### config.mk
export PLATFORM = sky130hd
export DESIGN_NAME = mtwg_engine
export DESIGN_NICKNAME = d
export VERILOG_FILES = /design/src/sv/mtwg_pkg.sv /design/src/sv/mtwg_engine.sv
export SDC_FILE = /design/constraint.sdc
export NUM_CORES = 1
export LEC_CHECK = 0
export BUFFER_PORTS_ARGS = -buffer_cell sky130_fd_sc_hd__buf_2
export CORE_MARGIN = 5
export CORE_UTILIZATION = 47
export DETAILED_ROUTE_END_ITERATION = 8
export GPL_ROUTABILITY_DRIVEN = 0
export PLACE_DENSITY = 0.62
export SYNTH_ARGS = -nofsm -noshare
export SYNTH_HDL_FRONTEND = slang
export SYNTH_SLANG_ARGS = --single-unit
### constraint.sdc
create_clock -name clk -period 8.5 [get_ports clk]
set_input_delay 0.425 -clock clk [delete_from_list [all_inputs] [get_ports clk]]
set_output_delay 0.425 -clock clk [all_outputs]
set_load 0.02 [all_outputs]
### src/sv/mtwg_pkg.sv
// ----------------------------------------------------------------------------
// mtwg_pkg
// Shared types, constants and the output tempering function of the
// 32-bit twister word generator.
// ----------------------------------------------------------------------------
`default_nettype none

package mtwg_pkg;

    localparam int STATE_WORDS  = 624;
    localparam int TWIST_OFFSET = 397;
    localparam int IDX_W        = $clog2(STATE_WORDS + 1);
    localparam int WORD_W       = 32;

    localparam logic [WORD_W-1:0] TWIST_MATRIX = 32'h9908_b0df;
    localparam logic [WORD_W-1:0] SEED_MULT    = 32'd1812433253;
    localparam logic [WORD_W-1:0] TEMPER_B     = 32'h9d2c_5680;
    localparam logic [WORD_W-1:0] TEMPER_C     = 32'hefc6_0000;

    // command codes of the op field
    localparam logic OP_GENERATE = 1'b0;
    localparam logic OP_SEED     = 1'b1;

    typedef enum logic [3:0] {
        ST_IDLE,
        ST_SEED_MUL,
        ST_SEED_ADD,
        ST_TW_LOAD0,
        ST_TW_CUR0,
        ST_TW_NXT,
        ST_TW_FAR,
        ST_TW_WR,
        ST_GEN_RD,
        ST_GEN_DATA
    } state_t;

    // store access requested by the sequencer
    typedef struct packed {
        logic              we;
        logic [IDX_W-1:0]  waddr;
        logic [WORD_W-1:0] wdata;
        logic [IDX_W-1:0]  raddr;
    } ram_req_t;

    // raw word handed to the output stage
    typedef struct packed {
        logic              valid;
        logic [WORD_W-1:0] word;
    } word_xfer_t;

    function automatic logic [WORD_W-1:0] temper(input logic [WORD_W-1:0] w);
        logic [WORD_W-1:0] y;
        y = w;
        y = y ^ (y >> 11);
        y = y ^ ((y << 7) & TEMPER_B);
        y = y ^ ((y << 15) & TEMPER_C);
        y = y ^ (y >> 18);
        return y;
    endfunction

endpackage

`default_nettype wire

### src/sv/mtwg_engine.sv
// ----------------------------------------------------------------------------
// mtwg_engine
// Sequencer for seeding, whole-store twist and word fetch, with the seed
// multiplier and the twist datapath.
// ----------------------------------------------------------------------------
`default_nettype none

module mtwg_engine (
    input  wire logic                              clk,
    input  wire logic                              rst_n,
    input  wire logic                              legacy_mode,
    input  wire logic                              cmd_valid,
    input  wire logic                              cmd_op,
    input  wire logic [mtwg_pkg::WORD_W-1:0]       cmd_seed,
    output logic                                   cmd_ready,
    input  wire logic                              out_hold,
    output mtwg_pkg::word_xfer_t                   xfer,
    output mtwg_pkg::ram_req_t                     ram_req,
    input  wire logic [mtwg_pkg::WORD_W-1:0]       ram_rdata
);

    localparam logic [mtwg_pkg::IDX_W-1:0] LAST_IDX =
        mtwg_pkg::IDX_W'(mtwg_pkg::STATE_WORDS - 1);
    localparam logic [mtwg_pkg::IDX_W-1:0] FULL_IDX =
        mtwg_pkg::IDX_W'(mtwg_pkg::STATE_WORDS);
    localparam logic [mtwg_pkg::IDX_W:0] OFFSET_EXT =
        (mtwg_pkg::IDX_W + 1)'(mtwg_pkg::TWIST_OFFSET);
    localparam logic [mtwg_pkg::IDX_W:0] DEPTH_EXT =
        (mtwg_pkg::IDX_W + 1)'(mtwg_pkg::STATE_WORDS);

    mtwg_pkg::state_t state_reg, state_next;

    logic [mtwg_pkg::IDX_W-1:0]  idx_reg, idx_next;
    logic [mtwg_pkg::IDX_W-1:0]  rd_ptr_reg, rd_ptr_next;
    logic                        gen_pend_reg, gen_pend_next;
    logic [mtwg_pkg::WORD_W-1:0] p_reg, p_next;
    logic [mtwg_pkg::WORD_W-1:0] prod_reg, prod_next;
    logic [mtwg_pkg::WORD_W-1:0] cur_reg, cur_next;
    logic [mtwg_pkg::WORD_W-1:0] nxt_reg, nxt_next;

    logic [mtwg_pkg::WORD_W-1:0]   mul_in;
    logic [mtwg_pkg::WORD_W-1:0]   mul_low;
    logic [mtwg_pkg::WORD_W-1:0]   seed_word;
    logic [mtwg_pkg::IDX_W:0]      far_sum;
    logic [mtwg_pkg::IDX_W-1:0]    far_idx;
    logic [mtwg_pkg::IDX_W-1:0]    nxt_idx;
    logic [mtwg_pkg::WORD_W-1:0]   mixed;
    logic                          odd_sel;
    logic [mtwg_pkg::WORD_W-1:0]   twist_word;

    // seed recurrence: one multiply, then add of the index
    assign mul_in    = p_reg ^ (p_reg >> 30);
    assign mul_low   = mtwg_pkg::SEED_MULT * mul_in;
    assign seed_word = prod_reg + mtwg_pkg::WORD_W'(idx_reg);

    // neighbor indexes with wrap around the store
    assign far_sum = {1'b0, idx_reg} + OFFSET_EXT;
    assign far_idx = (far_sum >= DEPTH_EXT) ? mtwg_pkg::IDX_W'(far_sum - DEPTH_EXT)
                                            : mtwg_pkg::IDX_W'(far_sum);
    assign nxt_idx = (idx_reg == LAST_IDX) ? '0 : idx_reg + 1'b1;

    // far word arrives on ram_rdata in the write step
    assign mixed      = {cur_reg[31], nxt_reg[30:0]};
    assign odd_sel    = legacy_mode ? cur_reg[0] : nxt_reg[0];
    assign twist_word = ram_rdata ^ (mixed >> 1)
                      ^ (odd_sel ? mtwg_pkg::TWIST_MATRIX : '0);

    always_ff @(posedge clk or negedge rst_n)
    begin
        if (!rst_n)
        begin
            state_reg    <= mtwg_pkg::ST_IDLE;
            rd_ptr_reg   <= '0;
            gen_pend_reg <= 1'b0;
            idx_reg      <= '0;
        end
        else
        begin
            state_reg    <= state_next;
            rd_ptr_reg   <= rd_ptr_next;
            gen_pend_reg <= gen_pend_next;
            idx_reg      <= idx_next;
        end
    end

    always_ff @(posedge clk)
    begin
        p_reg    <= p_next;
        prod_reg <= prod_next;
        cur_reg  <= cur_next;
        nxt_reg  <= nxt_next;
    end

    always_comb
    begin
        state_next    = state_reg;
        idx_next      = idx_reg;
        rd_ptr_next   = rd_ptr_reg;
        gen_pend_next = gen_pend_reg;
        p_next        = p_reg;
        prod_next     = prod_reg;
        cur_next      = cur_reg;
        nxt_next      = nxt_reg;
        cmd_ready     = 1'b0;
        xfer.valid    = 1'b0;
        xfer.word     = ram_rdata;
        ram_req.we    = 1'b0;
        ram_req.waddr = idx_reg;
        ram_req.wdata = twist_word;
        ram_req.raddr = rd_ptr_reg;

        unique case (state_reg)
            mtwg_pkg::ST_IDLE:
            begin
                cmd_ready = 1'b1;
                if (cmd_valid)
                begin
                    if (cmd_op == mtwg_pkg::OP_SEED)
                    begin
                        ram_req.we    = 1'b1;
                        ram_req.waddr = '0;
                        ram_req.wdata = cmd_seed;
                        p_next        = cmd_seed;
                        idx_next      = mtwg_pkg::IDX_W'(1);
                        gen_pend_next = 1'b0;
                        state_next    = mtwg_pkg::ST_SEED_MUL;
                    end
                    else if (rd_ptr_reg == FULL_IDX)
                    begin
                        gen_pend_next = 1'b1;
                        state_next    = mtwg_pkg::ST_TW_LOAD0;
                    end
                    else
                    begin
                        state_next = mtwg_pkg::ST_GEN_RD;
                    end
                end
            end
            mtwg_pkg::ST_SEED_MUL:
            begin
                prod_next  = mul_low;
                state_next = mtwg_pkg::ST_SEED_ADD;
            end
            mtwg_pkg::ST_SEED_ADD:
            begin
                ram_req.we    = 1'b1;
                ram_req.wdata = seed_word;
                p_next        = seed_word;
                if (idx_reg == LAST_IDX)
                begin
                    state_next = mtwg_pkg::ST_TW_LOAD0;
                end
                else
                begin
                    idx_next   = idx_reg + 1'b1;
                    state_next = mtwg_pkg::ST_SEED_MUL;
                end
            end
            mtwg_pkg::ST_TW_LOAD0:
            begin
                ram_req.raddr = '0;
                idx_next      = '0;
                state_next    = mtwg_pkg::ST_TW_CUR0;
            end
            mtwg_pkg::ST_TW_CUR0:
            begin
                cur_next      = ram_rdata;
                ram_req.raddr = nxt_idx;
                state_next    = mtwg_pkg::ST_TW_FAR;
            end
            mtwg_pkg::ST_TW_NXT:
            begin
                ram_req.raddr = nxt_idx;
                state_next    = mtwg_pkg::ST_TW_FAR;
            end
            mtwg_pkg::ST_TW_FAR:
            begin
                nxt_next      = ram_rdata;
                ram_req.raddr = far_idx;
                state_next    = mtwg_pkg::ST_TW_WR;
            end
            mtwg_pkg::ST_TW_WR:
            begin
                ram_req.we = 1'b1;
                // the old next word is the current word of the following step
                cur_next   = nxt_reg;
                if (idx_reg == LAST_IDX)
                begin
                    rd_ptr_next   = '0;
                    gen_pend_next = 1'b0;
                    state_next    = gen_pend_reg ? mtwg_pkg::ST_GEN_RD : mtwg_pkg::ST_IDLE;
                end
                else
                begin
                    idx_next   = idx_reg + 1'b1;
                    state_next = mtwg_pkg::ST_TW_NXT;
                end
            end
            mtwg_pkg::ST_GEN_RD:
            begin
                state_next = mtwg_pkg::ST_GEN_DATA;
            end
            mtwg_pkg::ST_GEN_DATA:
            begin
                // address held so read data stays put while the output is full
                if (!out_hold)
                begin
                    xfer.valid  = 1'b1;
                    rd_ptr_next = rd_ptr_reg + 1'b1;
                    state_next  = mtwg_pkg::ST_IDLE;
                end
            end
            default:
            begin
                state_next = mtwg_pkg::ST_IDLE;
            end
        endcase
    end

endmodule

`default_nettype wire

==> reports/qor.yml <==
yosysTopAreaCell: "edfxtp_1"
critPathKind: "flip-flop to flip-flop"
clk_latency_ns: 0.43
first_global_vias: 12029
syn_nets: 2009
hold_buffers: 0
drc: 0
status: "complete, no violations"
cp_slowest_cell: "edfxtp_1"
fillers: 2970
antenna_left: 0
startpoint_type: "flip-flop"
grt.total_usage: 0.239
async_flop_share: 0.203
wl_um: 42200
synth_edf_count: 98
drt-pass1-iter-count: 5
portBuffers: 156
critical-path-max-stage-delay_ns: 0.66
rr_endpoint: "prod_reg[30]"
cts-root-buf: "clkbuf_16"
arrival_ns: 6.86
coreArea_sq_um: 32500
cp_top_family: "adder cells"
cp_num_buf_inv: 6
rsz0062_at_grt: "no"
top_level_ports: 157
slew_headroom: 0.330
htree_levels: 4
cts_resized: 0
final_cell_mix: "inv_1, ha_1, buf_2, fa_1, nand2_1"
drive_above_1_share: 0.132
crit_path_max_fanout: 10
rows: 66
fin_crit_ns: 6.70
r2r_cells: 23
nets: 2116
syn_area_sq_um: 15400
maxCapViolations: 0
cts_buffers: 17
die-area_sq_um: 36400
grt_start_max_net_pins: 69
cts.path.max_buffers: 2
fmax_mhz: 149
clk_pin_slew_ns: 0.06
ys_warn_count: 0
ys_seq_area_frac: 0.232
crit_path_cell_trace: "ha_1, ha_1, fa_1, inv_1, fa_1, inv_1, fa_1, inv_1, fa_1, inv_1, fa_1, inv_1, fa_1, inv_1, ha_1, nand2_1, nor2_1, a221o_1, nand3_1, nand2_1, a41oi_1, o41ai_1, xor2_1"
cts_setup_buffers: 0
start_util: 0.474
synth.area.top_cells: "edfxtp_1, fa_1, ha_1, inv_1, xnor2_1"
antenna_found_initial: 0
r2r-start: "p_reg[12]"
dieWidth_um: 191
ys_ff_latch: 123
worst_slew_pin_slew_ns: 1.00
dominantRegCellSynth: "edfxtp_1"
cts.sinks: 123
tritoncts: "done"
overflow: 0
setup_viol: 0
layout_commonest_cell: "inv_1"
fin_skew_ns: 0.0100
area_growth_pct: 10.0
wire_per_inst_um: 19.8
syn_inst: 1568
hold_path_class: "primary input to async pin"
ys_types: 76
required_ns: 8.66
regToRegSetupSlack_ns: 1.80
avgSynthCellArea_sq_um: 9.80
tns_ns: 0
num_vias: 11476
yosys.area.top_type_share: 0.191
grt_pass1_wl_um: 67200
fp.dieH_um: 191
period_share: 0.788
end_kind: "flip-flop"
avgViaCountPerCell: 5.39
diodes: 0
drt_iter0_drc: 805
hold_violations: 0
place_hpwl_um: 34900
slew_violations: 0
## cells in the mapped netlist (all sizes together) (3+ instances only)
cell type,number
o21a,7
nand4,3
nand2b,13
or2,9
o221ai,4
nor2b,12
o21ai,99
a31oi,9
o31ai,10
and2,7
fa,147
mux2i,7
clkbuf,33
a21oi,41
o22ai,6
a221oi,6
nand2,112
xor2,55
nand3,32
nor3b,6
nor3,16
ha,224
a211oi,7
edfxtp,98
nor4b,3
xnor2,87
o41ai,3
and3,11
dfrtp,25
o211ai,4
o311a,3
a21o,17
nor2,74
buf,45
o21bai,4
o311ai,3
inv,253
nor4,7
a22oi,31
or3,6
## kinds of logic (layout without fill, tap and decap cells)
| group | after synthesis | count (layout) | share of synthesized area |
|---|---|---|---|
| fa+ha+maj | 372 | 372 | 0.374 |
| buf+inv | 331 | 449 | 0.0903 |
| simple gates | 319 | 319 | 0.0988 |
| compound gates | 272 | 272 | 0.116 |
| xor+xnor | 142 | 142 | 0.0814 |
| flops | 123 | 123 | 0.232 |
| mux | 9 | 9 | 0.00651 |
## per-layer routing
layer,part of all wire,global-route usage,routed length (um)
met5,0,0,0
met2,0.48,0.403,20300
met4,0.024,0.0693,996
met3,0.047,0.0308,1980
met1,0.45,0.324,18900
## worst register-to-register path, stage by stage, from the launching register on
cell      delay [ns]
edfxtp_1        0.66
ha_1            0.34
ha_1            0.31
fa_1            0.51
inv_1           0.05
fa_1            0.48
inv_1           0.05
fa_1            0.50
inv_1           0.06
fa_1            0.53
inv_1           0.05
fa_1            0.48
inv_1           0.05
fa_1            0.48
inv_1           0.04
ha_1            0.36
nand2_1         0.12
nor2_1          0.23
a221o_1         0.24
nand3_1         0.09
nand2_1         0.07
a41oi_1         0.08
o41ai_1         0.51
xor2_1          0.13
## metrics by stage
stage	util	setup WS [ns]	instance area, sq um	hold slack (ns)	std cells
floorplan	-	2.03	15400	0.129	1568
global placement	0.504	1.90	16400	0.484	2098
detailed placement	0.504	1.82	16400	0.481	2098
CTS	0.521	1.78	16900	0.0208	2128
global route	0.521	1.39	16900	0.0471	2128
finish	0.521	1.80	16900	0.0155	2128
## cell type report
cell class,instances,area (sq um),area share
repair buffers,166,856,0.0506
clock buffers,18,429,0.0254
flip-flops and latches,123,3570,0.211
inverters,253,950,0.0561
multi-input cells,1114,10400,0.617
well taps,442,553,0.0327
clock inverters,12,124,0.00732
## worst max path at each step
stage	endpoint	startpoint	cells after the start
floorplan	prod_reg[31]	p_reg[30]	23
global placement	prod_reg[31]	p_reg[30]	25
detailed placement	prod_reg[31]	p_reg[30]	25
CTS	prod_reg[31]	p_reg[31]	25
global route	prod_reg[31]	p_reg[31]	25
finish	prod_reg[30]	p_reg[12]	23
Power is not shown: default switching activity piles up to over one toggle a cycle in this logic, so the estimate is an artifact.
